===== src/rtl/core/rlt_pkg.sv =====
// ----------------------------------------------------------------------------
// RMS level tracker package
// Shared widths, reset values, payload types and state encodings.
// ----------------------------------------------------------------------------
package rlt_pkg;

	localparam int SAMPLE_W  = 16;
	localparam int GAIN_W    = 4;
	localparam int THR_W     = 19;
	localparam int ALPHA_W   = 16;
	localparam int LEVEL_W   = 19;
	localparam int ACC_W     = 36;
	localparam int SUM_W     = 48;
	localparam int SQ_W      = 38;
	localparam int ROOT_W    = 24;
	localparam int MCAND_W   = 36;
	localparam int MPLR_W    = 19;
	localparam int PROD_W    = MCAND_W + MPLR_W;
	localparam int CFG_W     = 19;
	localparam int CFG_IDX_W = 2;

	localparam logic [LEVEL_W-1:0] LEVEL_MAX = 19'd491520;
	localparam logic [GAIN_W-1:0]  GAIN_RST  = 4'd5;
	localparam logic [THR_W-1:0]   THR_RST   = 19'd6554;
	localparam logic [ALPHA_W-1:0] ALPHA_RST = 16'd4588;

	typedef enum logic [CFG_IDX_W-1:0] {
		CFG_GAIN      = 2'd0,
		CFG_THRESHOLD = 2'd1,
		CFG_ALPHA     = 2'd2
	} cfg_reg_t;

	typedef struct packed {
		logic signed [SAMPLE_W-1:0] sample;
		logic                       block_end;
	} item_t;

	typedef struct packed {
		logic [LEVEL_W-1:0] smoothed_level;
		logic [LEVEL_W-1:0] block_rms;
		logic               trigger;
	} result_t;

	typedef struct packed {
		logic busy;
		logic done;
	} unit_stat_t;

	typedef enum logic [2:0] {
		ST_IDLE,
		ST_SQUARE,
		ST_ACCUM,
		ST_ROOT,
		ST_LVL_MUL,
		ST_RMS_MUL,
		ST_TRIG,
		ST_EMIT
	} ctl_state_t;

	typedef enum logic [1:0] {
		DS_IDLE,
		DS_DIV,
		DS_SQRT
	} ds_phase_t;

endpackage


===== src/rtl/core/rms_level_tracker_with_trigger_core.sv =====
// ----------------------------------------------------------------------------
// RMS level tracker with trigger
// Accumulates squared, gain-scaled samples per block; at block end computes
// the block RMS, blends it into a smoothed level and updates the trigger.
// ----------------------------------------------------------------------------
// Each sample is squared by the bit-serial multiplier and accumulated before
// the next one can be accepted.
// A block-ending sample is squared and accumulated, then runs through the
// divide/root unit (48 quotient bits, 24 root bits) until its root is taken,
// then two serial multiplies, and then the trigger update and output.
// Its result waits in an output register, which holds further input only
// while the previous result waits.
// Reset is asynchronous and active low; it clears the sums, level, trigger,
// the output valid and loads the register defaults.
module rms_level_tracker_with_trigger_core #(
	parameter int MAX_BLOCK = 256
) (
	input  logic                           clk,
	input  logic                           arst_n,
	input  logic                           item_valid,
	output logic                           item_ready,
	input  rlt_pkg::item_t                 item,
	output logic                           result_valid,
	input  logic                           result_ready,
	output rlt_pkg::result_t               result,
	input  logic                           cfg_we,
	input  logic [rlt_pkg::CFG_IDX_W-1:0]  cfg_index,
	input  logic [rlt_pkg::CFG_W-1:0]      cfg_data
);
	import rlt_pkg::*;

	localparam int CNT_W = $clog2(MAX_BLOCK + 1);
	localparam logic [CNT_W-1:0] BLOCK_LIMIT = CNT_W'(MAX_BLOCK);

	ctl_state_t           state_q;
	ctl_state_t           state_d;

	logic [GAIN_W-1:0]    gain_q;
	logic [THR_W-1:0]     thr_q;
	logic [ALPHA_W-1:0]   alpha_q;

	logic [CNT_W-1:0]     count_q;
	logic [SUM_W-1:0]     sum_q;
	logic [ACC_W-1:0]     level_q;
	logic                 trig_q;
	logic                 last_q;
	logic [LEVEL_W-1:0]   rms_q;
	logic [ACC_W-1:0]     hi_q;
	result_t              res_q;
	logic                 res_valid_q;

	logic [SAMPLE_W:0]    mag;
	logic [SAMPLE_W+GAIN_W:0] scaled_full;
	logic [LEVEL_W-1:0]   scaled;
	logic [CNT_W-1:0]     count_nx;
	logic                 item_last;
	logic [SUM_W:0]       sum_ext;
	logic [SUM_W-1:0]     sum_sat;
	logic [LEVEL_W-1:0]   rms_w;
	logic [ALPHA_W:0]     one_minus_alpha;
	logic [ACC_W-1:0]     level_new;
	logic [ACC_W-1:0]     thr_ext;
	logic                 out_free;
	logic                 accept;

	logic                 mul_start;
	logic [MCAND_W-1:0]   mul_mcand;
	logic [MPLR_W-1:0]    mul_mplr;
	logic [PROD_W-1:0]    mul_prod;
	unit_stat_t           mul_stat;
	logic                 ds_start;
	logic [ROOT_W-1:0]    ds_root;
	unit_stat_t           ds_stat;

	rlt_sermul u_mul (
		.clk     (clk),
		.arst_n  (arst_n),
		.start   (mul_start),
		.mcand   (mul_mcand),
		.mplr    (mul_mplr),
		.product (mul_prod),
		.stat    (mul_stat)
	);

	rlt_divsqrt #(
		.CNT_W (CNT_W)
	) u_divsqrt (
		.clk      (clk),
		.arst_n   (arst_n),
		.start    (ds_start),
		.dividend (sum_sat),
		.divisor  (count_q),
		.root     (ds_root),
		.stat     (ds_stat)
	);

	always_comb begin
		mag = item.sample[SAMPLE_W-1]
			? (SAMPLE_W+1)'(17'h10000 - {1'b0, item.sample})
			: {1'b0, item.sample};
		scaled_full = (SAMPLE_W+GAIN_W+1)'(mag) * (SAMPLE_W+GAIN_W+1)'(gain_q);
		scaled      = scaled_full[LEVEL_W-1:0];
		count_nx    = count_q + 1'b1;
		// A block also closes when it reaches the maximum length.
		item_last   = item.block_end || (count_nx >= BLOCK_LIMIT);

		sum_ext = {1'b0, sum_q} + (SUM_W+1)'(mul_prod[SQ_W-1:0]);
		sum_sat = sum_ext[SUM_W] ? {SUM_W{1'b1}} : sum_ext[SUM_W-1:0];

		rms_w = (ds_root > ROOT_W'(LEVEL_MAX)) ? LEVEL_MAX : ds_root[LEVEL_W-1:0];
		one_minus_alpha = 17'h10000 - {1'b0, alpha_q};
		// The alpha-weighted RMS term already has 16 fraction bits, so only
		// the level term needs its low half dropped.
		level_new = hi_q + mul_prod[ACC_W-1:0];
		thr_ext   = {1'b0, thr_q, 16'b0};
		out_free  = !res_valid_q || result_ready;
		accept    = item_valid && item_ready;
	end

	always_comb begin
		state_d = state_q;
		case (state_q)
			ST_IDLE: begin
				if (item_valid) state_d = ST_SQUARE;
			end
			ST_SQUARE: begin
				if (mul_stat.done) state_d = ST_ACCUM;
			end
			ST_ACCUM: begin
				state_d = last_q ? ST_ROOT : ST_IDLE;
			end
			ST_ROOT: begin
				if (ds_stat.done) state_d = ST_LVL_MUL;
			end
			ST_LVL_MUL: begin
				if (mul_stat.done) state_d = ST_RMS_MUL;
			end
			ST_RMS_MUL: begin
				if (mul_stat.done) state_d = ST_TRIG;
			end
			ST_TRIG: begin
				state_d = ST_EMIT;
			end
			ST_EMIT: begin
				if (out_free) state_d = ST_IDLE;
			end
			default: state_d = ST_IDLE;
		endcase
	end

	always_comb begin
		item_ready = 1'b0;
		mul_start  = 1'b0;
		mul_mcand  = MCAND_W'(scaled);
		mul_mplr   = scaled;
		ds_start   = 1'b0;
		case (state_q)
			ST_IDLE: begin
				item_ready = 1'b1;
				mul_start  = item_valid;
			end
			ST_ACCUM: begin
				ds_start = last_q;
			end
			ST_ROOT: begin
				mul_start = ds_stat.done;
				mul_mcand = level_q;
				mul_mplr  = MPLR_W'(one_minus_alpha);
			end
			ST_LVL_MUL: begin
				mul_start = mul_stat.done;
				mul_mcand = MCAND_W'(rms_q);
				mul_mplr  = MPLR_W'(alpha_q);
			end
			default: ;
		endcase
	end

	always_ff @(posedge clk or negedge arst_n) begin
		if (!arst_n) begin
			state_q     <= ST_IDLE;
			gain_q      <= GAIN_RST;
			thr_q       <= THR_RST;
			alpha_q     <= ALPHA_RST;
			count_q     <= '0;
			sum_q       <= '0;
			level_q     <= '0;
			trig_q      <= 1'b0;
			res_valid_q <= 1'b0;
		end else begin
			state_q <= state_d;
			if (cfg_we) begin
				case (cfg_reg_t'(cfg_index))
					CFG_GAIN:      gain_q  <= cfg_data[GAIN_W-1:0];
					CFG_THRESHOLD: thr_q   <= cfg_data[THR_W-1:0];
					CFG_ALPHA:     alpha_q <= cfg_data[ALPHA_W-1:0];
					default: ;
				endcase
			end
			if (accept) count_q <= count_nx;
			if (state_q == ST_ACCUM) begin
				if (last_q) begin
					sum_q   <= '0;
					count_q <= '0;
				end else begin
					sum_q <= sum_sat;
				end
			end
			if (state_q == ST_RMS_MUL && mul_stat.done) level_q <= level_new;
			// An exact match with the threshold keeps the previous flag.
			if (state_q == ST_TRIG) begin
				if (level_q > thr_ext) begin
					trig_q <= 1'b1;
				end else if (level_q < thr_ext) begin
					trig_q <= 1'b0;
				end
			end
			if (state_q == ST_EMIT && out_free) begin
				res_valid_q <= 1'b1;
			end else if (result_ready) begin
				res_valid_q <= 1'b0;
			end
		end
	end

	always_ff @(posedge clk) begin
		if (accept) last_q <= item_last;
		if (state_q == ST_ROOT && ds_stat.done) rms_q <= rms_w;
		if (state_q == ST_LVL_MUL && mul_stat.done) hi_q <= mul_prod[ACC_W+15:16];
		if (state_q == ST_EMIT && out_free) begin
			res_q.smoothed_level <= level_q[LEVEL_W+15:16];
			res_q.block_rms      <= rms_q;
			res_q.trigger        <= trig_q;
		end
	end

	assign result_valid = res_valid_q;
	assign result       = res_q;

`ifndef NO_ASSERTIONS
	assert property (@(posedge clk) disable iff (!arst_n)
		count_q <= BLOCK_LIMIT)
		else $error("sample count went past the block limit");

	assert property (@(posedge clk) disable iff (!arst_n)
		level_q <= {1'b0, LEVEL_MAX, 16'b0})
		else $error("smoothed level exceeds full-scale bound");

	assert property (@(posedge clk) disable iff (!arst_n)
		ds_start |-> (!mul_stat.busy && !ds_stat.busy))
		else $error("divide/root started while an arithmetic unit is busy");

	assert property (@(posedge clk) disable iff (!arst_n)
		(state_q == ST_EMIT && out_free) |=> result_valid)
		else $error("block result was not presented after emit");
`endif

endmodule


===== src/rtl/core/rlt_sermul.sv =====
// ----------------------------------------------------------------------------
// RLT serial multiplier
// Shift-and-add multiplier, one multiplier bit per cycle, LSB first.
// ----------------------------------------------------------------------------
module rlt_sermul (
	input  logic                         clk,
	input  logic                         arst_n,
	input  logic                         start,
	input  logic [rlt_pkg::MCAND_W-1:0]  mcand,
	input  logic [rlt_pkg::MPLR_W-1:0]   mplr,
	output logic [rlt_pkg::PROD_W-1:0]   product,
	output rlt_pkg::unit_stat_t          stat
);
	import rlt_pkg::*;

	localparam int STEP_W = $clog2(MPLR_W);
	localparam logic [STEP_W-1:0] LAST_STEP = STEP_W'(MPLR_W - 1);

	logic                busy_q;
	logic                done_q;
	logic [STEP_W-1:0]   step_q;
	logic [PROD_W-1:0]   p_q;
	logic [MCAND_W-1:0]  mcand_q;
	logic [MCAND_W:0]    psum;
	logic [PROD_W-1:0]   p_next;

	// The upper half collects partial sums while the multiplier bits
	// shift out of the lower half.
	always_comb begin
		psum = {1'b0, p_q[PROD_W-1:MPLR_W]} + (p_q[0] ? {1'b0, mcand_q} : '0);
		p_next = {psum, p_q[MPLR_W-1:1]};
	end

	always_ff @(posedge clk or negedge arst_n) begin
		if (!arst_n) begin
			busy_q <= 1'b0;
			done_q <= 1'b0;
			step_q <= '0;
		end else begin
			done_q <= 1'b0;
			if (start) begin
				busy_q <= 1'b1;
				step_q <= '0;
			end else if (busy_q) begin
				step_q <= step_q + 1'b1;
				if (step_q == LAST_STEP) begin
					busy_q <= 1'b0;
					done_q <= 1'b1;
				end
			end
		end
	end

	always_ff @(posedge clk) begin
		if (start) begin
			p_q     <= {{MCAND_W{1'b0}}, mplr};
			mcand_q <= mcand;
		end else if (busy_q) begin
			p_q <= p_next;
		end
	end

	assign product   = p_q;
	assign stat.busy = busy_q;
	assign stat.done = done_q;

endmodule


===== src/rtl/core/rlt_divsqrt.sv =====
// ----------------------------------------------------------------------------
// RLT divide and square root unit
// Restoring division of the square sum by the sample count, one quotient
// bit per cycle, then a bit-pair square root of the quotient.
// ----------------------------------------------------------------------------
module rlt_divsqrt #(
	parameter int CNT_W = 9
) (
	input  logic                        clk,
	input  logic                        arst_n,
	input  logic                        start,
	input  logic [rlt_pkg::SUM_W-1:0]   dividend,
	input  logic [CNT_W-1:0]            divisor,
	output logic [rlt_pkg::ROOT_W-1:0]  root,
	output rlt_pkg::unit_stat_t         stat
);
	import rlt_pkg::*;

	localparam int STEP_W = $clog2(SUM_W);
	localparam int SREM_W = ROOT_W + 2;
	localparam logic [STEP_W-1:0] DIV_LAST  = STEP_W'(SUM_W - 1);
	localparam logic [STEP_W-1:0] SQRT_LAST = STEP_W'(ROOT_W - 1);

	ds_phase_t            phase_q;
	ds_phase_t            phase_d;
	logic [STEP_W-1:0]    step_q;
	logic                 done_q;

	// The quotient shifts into the same register that then feeds the root.
	logic [SUM_W-1:0]     rad_q;
	logic [CNT_W-1:0]     rem_q;
	logic [CNT_W-1:0]     div_q;
	logic [SREM_W-1:0]    srem_q;
	logic [ROOT_W-1:0]    root_q;

	logic [CNT_W:0]       dtrial;
	logic [CNT_W:0]       ddiff;
	logic                 dge;
	logic [CNT_W-1:0]     rem_nx;
	logic [SREM_W+1:0]    strial;
	logic [SREM_W+1:0]    ssub;
	logic [SREM_W+1:0]    sdiff;
	logic                 sge;
	logic [SREM_W-1:0]    srem_nx;

	always_comb begin
		dtrial = {rem_q, rad_q[SUM_W-1]};
		ddiff  = dtrial - {1'b0, div_q};
		dge    = (dtrial >= {1'b0, div_q});
		rem_nx = dge ? ddiff[CNT_W-1:0] : dtrial[CNT_W-1:0];

		strial  = {srem_q, rad_q[SUM_W-1 -: 2]};
		ssub    = {2'b00, root_q, 2'b01};
		sdiff   = strial - ssub;
		sge     = (strial >= ssub);
		srem_nx = sge ? sdiff[SREM_W-1:0] : strial[SREM_W-1:0];
	end

	always_comb begin
		phase_d = phase_q;
		case (phase_q)
			DS_IDLE: begin
				if (start) phase_d = DS_DIV;
			end
			DS_DIV: begin
				if (step_q == DIV_LAST) phase_d = DS_SQRT;
			end
			DS_SQRT: begin
				if (step_q == SQRT_LAST) phase_d = DS_IDLE;
			end
			default: phase_d = DS_IDLE;
		endcase
	end

	always_ff @(posedge clk or negedge arst_n) begin
		if (!arst_n) begin
			phase_q <= DS_IDLE;
			step_q  <= '0;
			done_q  <= 1'b0;
		end else begin
			phase_q <= phase_d;
			if (phase_d != phase_q) begin
				step_q <= '0;
			end else if (phase_q != DS_IDLE) begin
				step_q <= step_q + 1'b1;
			end
			done_q <= (phase_q == DS_SQRT) && (step_q == SQRT_LAST);
		end
	end

	always_ff @(posedge clk) begin
		case (phase_q)
			DS_IDLE: begin
				if (start) begin
					rad_q <= dividend;
					div_q <= divisor;
					rem_q <= '0;
				end
			end
			DS_DIV: begin
				rad_q <= {rad_q[SUM_W-2:0], dge};
				rem_q <= rem_nx;
				if (step_q == DIV_LAST) begin
					srem_q <= '0;
					root_q <= '0;
				end
			end
			DS_SQRT: begin
				rad_q  <= {rad_q[SUM_W-3:0], 2'b00};
				srem_q <= srem_nx;
				root_q <= {root_q[ROOT_W-2:0], sge};
			end
			default: ;
		endcase
	end

	assign root      = root_q;
	assign stat.busy = (phase_q != DS_IDLE);
	assign stat.done = done_q;

endmodule

===== config.mk =====
export PLATFORM = sky130hd
export DESIGN_NAME = rms_level_tracker_with_trigger_core
export DESIGN_NICKNAME = d
export VERILOG_FILES = /design/src/rtl/core/rlt_pkg.sv /design/src/rtl/core/rms_level_tracker_with_trigger_core.sv /design/src/rtl/core/rlt_sermul.sv /design/src/rtl/core/rlt_divsqrt.sv
export SDC_FILE = /design/constraint.sdc
export NUM_CORES = 1
export LEC_CHECK = 0
export BUFFER_PORTS_ARGS = -buffer_cell sky130_fd_sc_hd__buf_2
export CORE_UTILIZATION = 50
export DETAILED_ROUTE_END_ITERATION = 6
export GPL_TIMING_DRIVEN = 0
export HOLD_SLACK_MARGIN = 0.05
export PLACE_DENSITY = 0.74
export SETUP_SLACK_MARGIN = 0.3
export SYNTH_ARGS = -nofsm -noshare
export SYNTH_HDL_FRONTEND = slang
export SYNTH_SLANG_ARGS = --single-unit

===== constraint.sdc =====
create_clock -name clk -period 4.45 [get_ports clk]
set_input_delay 0.89 -clock clk [delete_from_list [all_inputs] [get_ports clk]]
set_output_delay 0.89 -clock clk [all_outputs]
set_load 0.01 [all_outputs]

**Word-level counts from Yosys, hierarchy flattened**

Cells that the tools add are included.

- Add/sub/neg operators: 10
- Multiply operators: 1
- Order comparisons: 6
- Equal/unequal tests: 23
- Mux-type cells: 50
- Reductions and logical operators: 29

Operators with widths:

| kind | count |
|---|---|
| $mux 48 | 3 |
| $pmux 48 s3 | 1 |
| $pmux 36 s2 | 1 |
| $mux 26 | 2 |
| $pmux 26 s2 | 1 |
| $add 48x38->49 | 1 |
| $pmux 24 s2 | 1 |
| $mux 9 | 5 |
| $mux 19 | 2 |
| $pmux 19 s2 | 1 |
| $add 36x36->37 | 1 |
| $add 36x36->36 | 1 |
| $gt 36x35->1 | 1 |
| $lt 36x35->1 | 1 |
| $mux 36 | 1 |
| $sub 17x16->17 const A | 2 |
| $ge 28x26->1 | 1 |
| $sub 26x26->26 | 1 |
| $gt 24x19->1 const B | 1 |
| $mux 24 | 1 |
| $pmux 3 s8 | 1 |
| $mul 17x4->19 | 1 |
| $mux 3 | 6 |
| $pmux 9 s2 | 1 |
| 33 further kinds | 81 |

- Register bits after elaboration: 455
- Input port bits: 43
- Output and inout port bits: 41
- Word-level logic and storage cells: 148

**Depth between registers and ports, before layout**

Gate-level depths: netlist of run 1.

- Depth in word-level cells: 6
- Depth in mapped cells: 21
- Gate-level depth less buffers: 21

**Hierarchy**

A second synthesis of run 1 with hierarchy kept.

- Cell total of the unflattened synthesis: 2,992
- Area total of the unflattened synthesis: 29,425.7 um2

By module, submodules not included:

| module | times used | cells an instance | area an instance (um2) | sequential area each (um2) |
|---|---|---|---|---|
| rms_level_tracker_with_trigger_core | 1 | 1,724 | 16,339.4 | 6,301.0 |
| rlt_divsqrt | 1 | 707 | 7,374.6 | 3,708.6 |
| rlt_sermul | 1 | 561 | 5,711.7 | 2,547.4 |

**Worst setup path after synthesis of run 1**

No wires, ideal clock.

- Path kind: input -> register
- Start point: input port item[2] (netlist name)
- End point: register u_mul.p_q[17] (netlist: u_mul.product[17]), data pin
- Library setup time: 263 ps
- Data arrival time: 4,966 ps
- Data required time: 4,187 ps
- Slack: -778 ps
- Cell stages on the path: 17
- Buffers on the path: 0
- Path through: or3_1 > or3_1 > o31ai_1 > xor2_1 > nor2b_1 > fa_1 > inv_1 > fa_1 > inv_1 > ha_1 > a21o_1 > a21o_1 > a221o_1 > a31oi_1 > o21ai_0 > xnor2_1 > o21ai_0

- Word-level cells in the longest chain between the ends: 5

Ends and longest elaborated chain:

| item | line | text |
|---|---|---|
| start: declaration | rms_level_tracker_with_trigger_core.sv:22 | `input rlt_pkg::item_t item,` |
| $sub 17x16->17 | rms_level_tracker_with_trigger_core.sv:99 | `? (SAMPLE_W+1)'(17'h10000 - {1'b0, item.sample})` |
| $mux 17 * | rms_level_tracker_with_trigger_core.sv:99 |  |
| $mul 17x4->19 * | rms_level_tracker_with_trigger_core.sv:101 | `scaled_full = (SAMPLE_W+GAIN_W+1)'(mag) * (SAMPLE_W+GAIN_W+1)'(gain_q);` |
| $pmux 19 s2 * | rms_level_tracker_with_trigger_core.sv:157 | `case (state_q)` |
| $mux 19 * | rlt_sermul.sv:55 | `if (start) begin` |
| end signal: assignment | rlt_sermul.sv:56 | `p_q <= {{MCAND_W{1'b0}}, mplr};` |
| end signal: assignment | rlt_sermul.sv:59 | `p_q <= p_next;` |
| end: declaration | rlt_sermul.sv:22 | `logic [PROD_W-1:0] p_q;` |

Mark *: on every way between the ends. The rest lies on a longest branch, timed or not.
A chain may end at the register's enable or synchronous reset.

**Final worst setup path of run 1**

- Start point: input port item[2] (netlist name)
- End point: register u_mul.mcand_q[16], data pin

- Word-level cells in the longest chain between the ends: 4

Ends and longest elaborated chain:

| item | line | text |
|---|---|---|
| $sub 17x16->17 | rms_level_tracker_with_trigger_core.sv:99 |  |
| $mux 17 * | rms_level_tracker_with_trigger_core.sv:99 |  |
| $mul 17x4->19 * | rms_level_tracker_with_trigger_core.sv:101 |  |
| $pmux 36 s2 * | rms_level_tracker_with_trigger_core.sv:157 |  |
| net mul_mcand[16] | rms_level_tracker_with_trigger_core.sv:67 | `logic [MCAND_W-1:0] mul_mcand;` |
| end signal: assignment | rlt_sermul.sv:57 | `mcand_q <= mcand;` |
| end: declaration | rlt_sermul.sv:23 | `logic [MCAND_W-1:0] mcand_q;` |

The timed path passes the listed nets; every way through them passes the cells marked *.

==> flow_summary.yaml, run 1 <==
yosys:
  yosysSeqAreaShare_pct: 44.2
  synth_top_area_share_pct: 28.1
  yosysWarnings: 0
  async_flop_share_pct: 33.6
  synth_cells: 2865
  synth_ff_type: "edfxtp_1"
  synth_cell_type_count: 87
  synth_edf_count: 266
  post-synth-top-area-cell: "edfxtp_1"
  syn_area_per_cell_um2: 9.92
  synth_seq_cells: 455
  synth.net_count: 3135
  ys_top_cells_by_area: "edfxtp_1 28%, dfrtp_1 12%, ha_1 8.5%"
  syn_area_um2: 28400
pwr:
  finalPower_mw: 23.2
  power.leakage_nw: 14.0
  ir_drop_mv: 0.342
  p_per_area_nw_per_um2: 710
sta:
  worst_slack_ns: -0.308
  drv_slew: 0
  fin_hold_ws_ns: 0.171
  max_freq_mhz: 210
  finalSetupViolCount: 12
  slew_headroom_pct: 15.7
  finalCriticalPeriod_ns: 4.76
  rsz0062_at_grt: "yes"
  worst_clock_skew_ns: 0.0179
  hold_viol: 0
  worst_slew_pin_slew_ns: 1.26
  timing.final.crit_share_pct: 107
setup_path:
  timing.rr.start: "gain_q[3]"
  r2r_cells: 16
  worstSetupStartpointType: "input pin"
  critPathMaxFanout: 4
  worstPathRequired_ns: 4.82
  setup.worst_path.class: "input pin to register"
  arrival_ns: 5.12
  r2r_slack_ns: 0.04
  reg2reg_to: "u_mul.mcand_q[16]"
  cp-end-kind: "register"
clock_tree:
  cts.clk_slew.worst_paths_ns: 0.06
  htree_levels: 2
  clock_latency_ns: 0.61
  cts_tree: "done"
  clockRootBuffer: "clkbuf_16"
  holdBufCountCts: 0
  numCtsBuffers: 51
  clockBufferDepth: 3
  cts_sinks: 455
detailed_routing:
  remaining_drc_errors: 0
  wl_per_cell_um: 21.0
  initialDrtViolationCount: 2037
  dr.pass1.iters: 5
  wl_mm: 80.7
  drtAntennaViolNets: 0
  vias: 23200
  via_per_inst: 6.03
flow_run:
  cap_violations: 0
place:
  placed_area_um2: 30100
  port_buffers: 83
  gp_congestion: 1.00
  dp_hpwl_mm: 60.4
global_route:
  grt_pass1_vias: 22400
  grt_max_degree: 104
  grt_antenna_before_repair: 1
  grt-ovfl-total: 0
  grt_pass1_wl_mm: 124
  grtUsageTotal_pct: 27.6
die:
  initial_core_util_pct: 50.5
  io_pins: 84
  dieArea_um2: 57800
  fp.dieW_um: 240
  num_rows: 87
  die_y_um: 240
  fp.coreArea_um2: 56300
worst_hold_path:
  hp-class: "input pin to async pin"
finish:
  fillers: 4680
  syn_to_final_growth_pct: 14.8
  multi_input_area_um2: 15400
  regArea_um2: 12600
  drive_above_1_share_pct: 13.4
  fin_area_um2: 32600
  finalNetCount: 3317
outcome:
  status: "complete, but fails checks"
  failed_checks: "setup timing"
cell usage after synthesis, types with 23 or more instances:
cell type    n
edfxtp_1   266
a21o_1      76
ha_1       193
a21oi_1    177
nand4_1     33
mux2_2      42
a211oi_1    23
inv_1      163
or3_1       24
o21a_1      31
a221oi_1    38
nor2b_1     87
a31oi_1     34
dfxtp_1     36
clkbuf_1    97
mux2i_1     38
nor2_1     196
o21ai_0    188
a22oi_1     44
xnor2_1     84
and2_1     104
fa_1        34
nand2_1    244
nand2b_1    42
nand3_1     55
xor2_1      86
dfrtp_1    137
nor3_1      47
worst max-delay path by stage:
stage                        end  cells after the start  slack (ns)       start
4_1_cts        u_mul.product[17]                     18       -0.21     item[2]
6_report       u_mul.mcand_q[16]                     20       -0.31     item[2]
2_1_floorplan  u_mul.mcand_q[17]                     17       -0.53     item[2]
3_5_place_dp   u_mul.mcand_q[17]                     18       -1.25     item[1]
3_3_place_gp   u_mul.mcand_q[32]                      8       -1.83  state_q[0]
5_1_grt        u_mul.mcand_q[16]                     20       -0.44     item[2]
routing by layer:
metal / vias to the layer above / global-route usage (%) / wire (um)
met4: 0 / 10.9 / 3060
met1: 11400 / 38.3 / 35000
met3: 166 / 4.36 / 5940
met2: 944 / 43.3 / 36800
li1: 10700 / - / -
met5: - / 0 / 0
final cells by class:
class,count,area share [%]
diodes,1,0.00767
repair buffers,129,2.77
flip-flops and latches,455,38.5
well taps,756,2.90
plain buffers,112,1.39
clock inverters,34,1.03
multi-input cells,2133,47.3
clock buffers,62,4.20
inverters,165,1.91
cell families (layout without fill, tap and decap cells):
family | after synthesis | in the layout | share of synthesized area [%]
and+or+nand+nor | 907 | 907 | 16.0
AOI/OAI and AO/OA | 747 | 747 | 16.9
DFF | 455 | 455 | 44.2
buffers and inverters | 277 | 502 | 3.70
adders and majority gates | 227 | 227 | 10.9
xor gates and xnor gates | 170 | 170 | 5.24
muxes | 80 | 80 | 3.00
other | 2 | 3 | 0.0264
worst max-delay path: stages:
cell     delay, ns
buf_8         0.09
or3_4         0.40
or3_4         0.43
o31ai_4       0.23
xor2_2        0.24
buf_4         0.16
nor2b_2       0.04
fa_1          0.48
inv_1         0.05
fa_1          0.49
inv_2         0.05
ha_4          0.23
a21o_1        0.16
a21oi_2       0.11
nor2b_1       0.06
a31oi_1       0.21
a31o_2        0.24
xor2_2        0.20
nor2_2        0.08
a221o_1       0.28
through the flow:
| stage | setup WS (ns) | TNS (ns) | utilization (%) | cells |
|---|---|---|---|---|
| finish | -0.308 | -2.47 | 58.0 | 3847 |
| global placement | -1.83 | -124.71 | 53.2 | 3704 |
| global route | -0.445 | -3.97 | 58.0 | 3846 |
| CTS | -0.213 | -1.39 | 57.2 | 3828 |
| floorplan | -0.526 | -4.48 | - | 2865 |
| detailed placement | -1.25 | -35.90 | 53.5 | 3709 |
where the power goes:
| part | internal, mW | switching, mW | total, mW |
|---|---|---|---|
| clock | 2.45 | 1.85 | 4.30 |
| combinational | 4.80 | 7.21 | 12.0 |
| sequential | 5.90 | 0.948 | 6.85 |
flip-flops by register name (all words and copies together), names as in the netlist, 24 cells and up:
register	flops
u_divsqrt.srem_q	26
u_divsqrt.root	24
level_q	36
result	39
u_mul.product	55
u_mul.mcand_q	36
hi_q	36
u_divsqrt.rad_q	48
sum_q	48
repair_timing:
item,in CTS,in global routing
cloned,0,0
buffers inserted,23,18
pin swaps,26,46
resized for setup,47,66
endpoints found under the setup margin,195,129
cells in the final DEF (no fill, tap or decap), types with 36 or more instances in the layout:
master	Yosys	routed
edfxtp_1	266	266
nand2_1	244	231
nor2_1	196	190
ha_1	193	181
o21ai_0	188	174
a21oi_1	177	167
inv_1	163	153
dfrtp_1	137	137
and2_1	104	103
clkbuf_1	97	101
nor2b_1	87	82
buf_2	8	82
xor2_1	86	79
xnor2_1	84	77
a21o_1	76	76
nand3_1	55	55
clkbuf_16	0	53
nor3_1	47	45
a22oi_1	44	44
mux2_2	42	42
nand2b_1	42	41
buf_4	0	38
a221oi_1	38	38
mux2i_1	38	37
dfxtp_1	36	36
(Power assumes the default switching activity.)
==> inputs of run 2 (changes only) <==
--- a/config.mk
+++ b/config.mk
@@ -7,6 +7,7 @@
 export LEC_CHECK = 0
 export BUFFER_PORTS_ARGS = -buffer_cell sky130_fd_sc_hd__buf_2
 export CORE_UTILIZATION = 50
+export CTS_BUF_LIST = sky130_fd_sc_hd__clkbuf_16
 export DETAILED_ROUTE_END_ITERATION = 6
 export GPL_TIMING_DRIVEN = 0
 export HOLD_SLACK_MARGIN = 0.05
==> flow_summary.yaml, run 2 (same netlist as run 1, synthesis figures left out) <==
finish:
  fillers: 4682
  final_cell_mix: "266 x edfxtp_1, 231 x nand2_1, 190 x nor2_1"
  syn_to_final_growth_pct: 14.7
  fin_area_um2: 32600
  largest_reg_flops: 55
  final_common_cell: "edfxtp_1"
  drive_above_1_share_pct: 13.4
  finalNetCount: 3317
global_route:
  grtUsageMet2_pct: 43.3
  use_met3_pct: 4.43
  top_usage_layer: "met2"
  grt_pass1_vias: 22300
  grt_antenna_before_repair: 1
  grt_pass1_wl_mm: 124
  grt-ovfl-total: 0
  grtUsageMet1_pct: 38.3
  grtUsageTotal_pct: 27.6
  grt_max_degree: 104
pwr:
  share_seq_of_total_power_pct: 29.6
  sw_frac_of_total_pct: 43.3
  ir_drop_mv: 0.340
  clkPwrFrac_pct: 18.5
  power.leakage_nw: 14.1
  p_per_area_nw_per_um2: 709
  switchingPower_mw: 10.0
  internal-power_mw: 13.1
  finalPower_mw: 23.1
  pwr-share-comb_pct: 51.9
die:
  die_y_um: 240
  num_rows: 87
  fp.dieW_um: 240
  initial_core_util_pct: 50.5
  io_pins: 84
  fp.coreArea_um2: 56300
  dieArea_um2: 57800
setup_path:
  arrival_ns: 5.12
  critPathMaxFanout: 4
  reg2reg_to: "u_mul.mcand_q[16]"
  cp_top_family: "compound AO/OA/AOI/OAI gates"
  critical_path_buf_inv_count: 4
  cp-end-kind: "register"
  r2r_cells: 16
  r2r_slack_ns: 0.03
  timing.rr.start: "gain_q[3]"
  setup.worst_path.class: "input pin to register"
  slowest_delay_ns: 0.49
  cp_cell_sequence: "buf_8, or3_4, or3_4, o31ai_4, xor2_2, buf_4, nor2b_2, fa_1, inv_1, fa_1, inv_2, ha_4, a21o_1, a21oi_2, nor2b_1, a31oi_1, a31o_2, xor2_2, nor2_2, a221o_1"
  worstSetupStartpointType: "input pin"
  worstPathRequired_ns: 4.82
  critPathSlowestCell: "fa_1"
detailed_routing:
  wl_per_cell_um: 21.0
  via_per_inst: 6.03
  wl_mm: 80.8
  vias: 23200
  initialDrtViolationCount: 2065
  remaining_drc_errors: 0
  dr.pass1.iters: 6
  drtAntennaViolNets: 0
place:
  port_buffers: 83
  gp_congestion: 1.00
  placed_area_um2: 30100
  dp_hpwl_mm: 60.4
flow_run:
  cap_violations: 0
sta:
  worst_slack_ns: -0.307
  drv_slew: 0
  finalCriticalPeriod_ns: 4.76
  rsz0062_at_grt: "yes"
  worst_clock_skew_ns: 0.0194
  worst_slew_pin_slew_ns: 1.29
  hold_viol: 0
  max_freq_mhz: 210
  finalSetupViolCount: 12
  slew_headroom_pct: 14.0
  timing.final.crit_share_pct: 107
clock_tree:
  clockBufferDepth: 3
  cts_tree: "done"
  cts.clk_slew.worst_paths_ns: 0.07
  clockRootBuffer: "clkbuf_16"
  cts_sinks: 455
  numCtsBuffers: 51
  clock_latency_ns: 0.62
  htree_levels: 2
worst_hold_path:
  hp-class: "input pin to async pin"
outcome:
  status: "complete, but fails checks"
  failed_checks: "setup timing"
-- run 2: per-stage QoR --
stage                     setup TNS, ns  hold WS (ns)  cells  util, %  worst slack [ns]
after floorplan                   -4.48         0.425   2865        -            -0.526
after global placement          -124.71         0.450   3704     53.2             -1.83
after detailed placement         -35.90         0.457   3709     53.5             -1.25
after CTS                         -1.39         0.187   3828     57.2            -0.213
after global routing              -3.97         0.209   3846     57.9            -0.444
final                             -2.45         0.174   3847     57.9            -0.307
-- run 2: worst max path at each step --
stage	start	endpoint	cells past startpoint
floorplan	item[2]	u_mul.mcand_q[17]	17
global placement	state_q[0]	u_mul.mcand_q[32]	8
detailed placement	item[1]	u_mul.mcand_q[17]	18
CTS	item[2]	u_mul.product[17]	18
global route	item[2]	u_mul.mcand_q[16]	20
finish	item[2]	u_mul.mcand_q[16]	20
-- run 2: final cells by class --
type / instances / area [um2] / share of cell area, %
diodes: 1 / 2.50 / 0.00767
plain buffers: 112 / 454 / 1.39
clock buffers: 53 / 1330 / 4.07
clock inverters: 43 / 370 / 1.14
inverters: 165 / 623 / 1.91
multi-input cells: 2133 / 15400 / 47.3
flip-flops and latches: 455 / 12600 / 38.5
well taps: 756 / 946 / 2.90
repair buffers: 129 / 905 / 2.77
-- run 2: power groups by stage --
stage / clock [mW] / sequential, mW / combinational (mW)
2_1_floorplan: 0 / 6.45 / 8.40
3_3_place_gp: 0 / 6.91 / 10.8
3_5_place_dp: 0 / 6.90 / 11.1
4_1_cts: 4.32 / 6.82 / 11.5
5_1_grt: 4.48 / 6.92 / 13.1
6_report: 4.27 / 6.85 / 12.0
-- run 2: repair_timing --
action | in CTS | in global routing
gates resized for setup | 47 | 66
endpoints found under the setup margin | 195 | 128
pin swaps | 26 | 46
hold buffers | 0 | 0
setup buffers | 23 | 18
-- run 2: layer usage --
metal	vias up	share of wire, %
met5	-	0
li1	10700	-
met2	897	46
met1	11400	43
met3	169	7.5
met4	0	3.9
==> inputs of run 3 (changes only) <==
--- a/config.mk
+++ b/config.mk
@@ -6,12 +6,12 @@
 export NUM_CORES = 1
 export LEC_CHECK = 0
 export BUFFER_PORTS_ARGS = -buffer_cell sky130_fd_sc_hd__buf_2
-export CORE_UTILIZATION = 50
+export CORE_UTILIZATION = 55
 export CTS_BUF_LIST = sky130_fd_sc_hd__clkbuf_16
 export DETAILED_ROUTE_END_ITERATION = 6
 export GPL_TIMING_DRIVEN = 0
 export HOLD_SLACK_MARGIN = 0.05
-export PLACE_DENSITY = 0.74
+export PLACE_DENSITY = 0.8
 export SETUP_SLACK_MARGIN = 0.3
 export SYNTH_ARGS = -nofsm -noshare
 export SYNTH_HDL_FRONTEND = slang
==> flow_summary.yaml, run 3 (same netlist as run 1, synthesis figures left out) <==
outcome:
  status: "complete, but fails checks"
  failed_checks: "setup timing"
detailed_routing:
  wl_mm: 81.3
  drtAntennaViolNets: 0
  remaining_drc_errors: 0
  wl_per_cell_um: 21.7
  via_per_inst: 6.26
  vias: 23500
  dr.pass1.iters: 6
  initialDrtViolationCount: 2445
clock_tree:
  htree_levels: 2
  clockRootBuffer: "clkbuf_16"
  clockBufferDepth: 3
  cts_tree: "done"
  cts.clk_slew.worst_paths_ns: 0.06
  clock_latency_ns: 0.61
  cts_sinks: 455
  numCtsBuffers: 50
  holdBufCountCts: 0
place:
  port_buffers: 83
  dp_hpwl_mm: 59.9
  gp_congestion: 0.993
  placed_area_um2: 30000
  place_ws_ns: -1.18
global_route:
  grt-ovfl-total: 0
  grt_pass1_wl_mm: 125
  grt_pass1_vias: 22900
  grtUsageTotal_pct: 30.4
  grt_antenna_before_repair: 2
  grt_max_degree: 86
die:
  dieArea_um2: 52600
  fp.dieW_um: 229
  initial_core_util_pct: 56.2
  num_rows: 82
  io_pins: 84
  fp.coreArea_um2: 50600
  die_y_um: 229
pwr:
  finalPower_mw: 23.4
  ir_drop_mv: 0.428
  power.leakage_nw: 14.1
  p_per_area_nw_per_um2: 723
worst_hold_path:
  hp-class: "input pin to async pin"
setup_path:
  worstSetupStartpointType: "input pin"
  r2r_cells: 16
  critPathMaxFanout: 4
  setup.worst_path.class: "input pin to register"
  arrival_ns: 5.13
  worstPathRequired_ns: 4.80
  cp-end-kind: "register"
finish:
  final_cell_mix: "266 x edfxtp_1, 232 x nand2_1, 190 x nor2_1"
  largest_reg_flops: 55
  drive_above_1_share_pct: 12.7
  syn_to_final_growth_pct: 14.0
  finalNetCount: 3308
  fillers: 3888
  fin_area_um2: 32400
  final_common_cell: "edfxtp_1"
sta:
  rsz0062_at_grt: "yes"
  hold_viol: 0
  finalSetupViolCount: 14
  max_freq_mhz: 209
  slew_headroom_pct: 14.5
  timing.final.crit_share_pct: 107
  worst_slew_pin_slew_ns: 1.27
  finalCriticalPeriod_ns: 4.78
  drv_slew: 0
  worst_slack_ns: -0.330
  worst_clock_skew_ns: 0.0255
  setup_tns_ns: -2.83
flow_run:
  cap_violations: 0
## run 3: worst max-delay path: stages
cell and delay, ns:
buf_8 0.10, or3_4 0.41, or3_4 0.42, o31ai_4 0.22, xor2_2 0.25, buf_4 0.16
nor2b_2 0.04, fa_1 0.48, inv_1 0.05, fa_1 0.49, inv_2 0.04, ha_4 0.22
a21o_1 0.17, a21oi_2 0.14, nor2b_1 0.06, a31oi_1 0.20, a31o_2 0.24, xor2_2 0.19
nor2_2 0.08, a221o_1 0.28
## run 3: timing repair
item,4_1_cts,5_1_grt
buffers inserted,26,7
gates resized for setup,42,46
hold endpoints to repair,0,0
endpoints found under the setup margin,173,107
pin swaps,34,23
## run 3: final cells by class
cell class,instances,area (um2),area share (%)
antenna,1,2.50,0.00772
timing repair buffer,121,808,2.49
clock buffer,50,1250,3.86
tap,672,841,2.59
clock inverter,44,564,1.74
inverter,165,623,1.92
multi-input combinational,2133,15300,47.3
sequential,455,12600,38.7
buffer,112,447,1.38
## run 3: power breakdown
group | internal [mW] | total, mW | switching, mW
combinational | 4.73 | 11.9 | 7.19
clock | 2.81 | 4.62 | 1.81
sequential | 5.90 | 6.88 | 0.973
total | 13.4 | 23.4 | 9.97
## run 3: worst paths after layout
| path | from | to | slack [ns] |
|---|---|---|---|
| worst max register to register | gain_q[3] | u_mul.product[17] | -0.15 |
| max in group asynchronous | arst_n | thr_q[4] | 3.16 |
| worst max-delay path | item[1] | u_mul.mcand_q[16] | -0.33 |
| min in group clk | trig_q | result[0] | 0.46 |
| worst min register to register | trig_q | result[0] | 0.46 |
| worst min-delay path | arst_n | sum_q[41] | 0.33 |
## run 3: per-layer routing
metal  wire (um)  part of all wire (%)  up-vias  global-route usage [%]
met4        3040                   3.7        0                    11.6
li1            -                     -    10700                       -
met5           0                     0        -                       0
met2       37600                    46     1135                    49.0
met1       33600                    41    11500                    41.1
met3        7070                   8.7      175                    5.18
## run 3: metrics by stage
step	utilization [%]	hold slack (ns)	std cells
4_1_cts	63.6	0.354	3745
5_1_grt	64.1	0.402	3752
6_report	64.1	0.329	3753
3_3_place_gp	59.0	0.438	3620
3_5_place_dp	59.3	0.444	3625
2_1_floorplan	-	0.425	2865
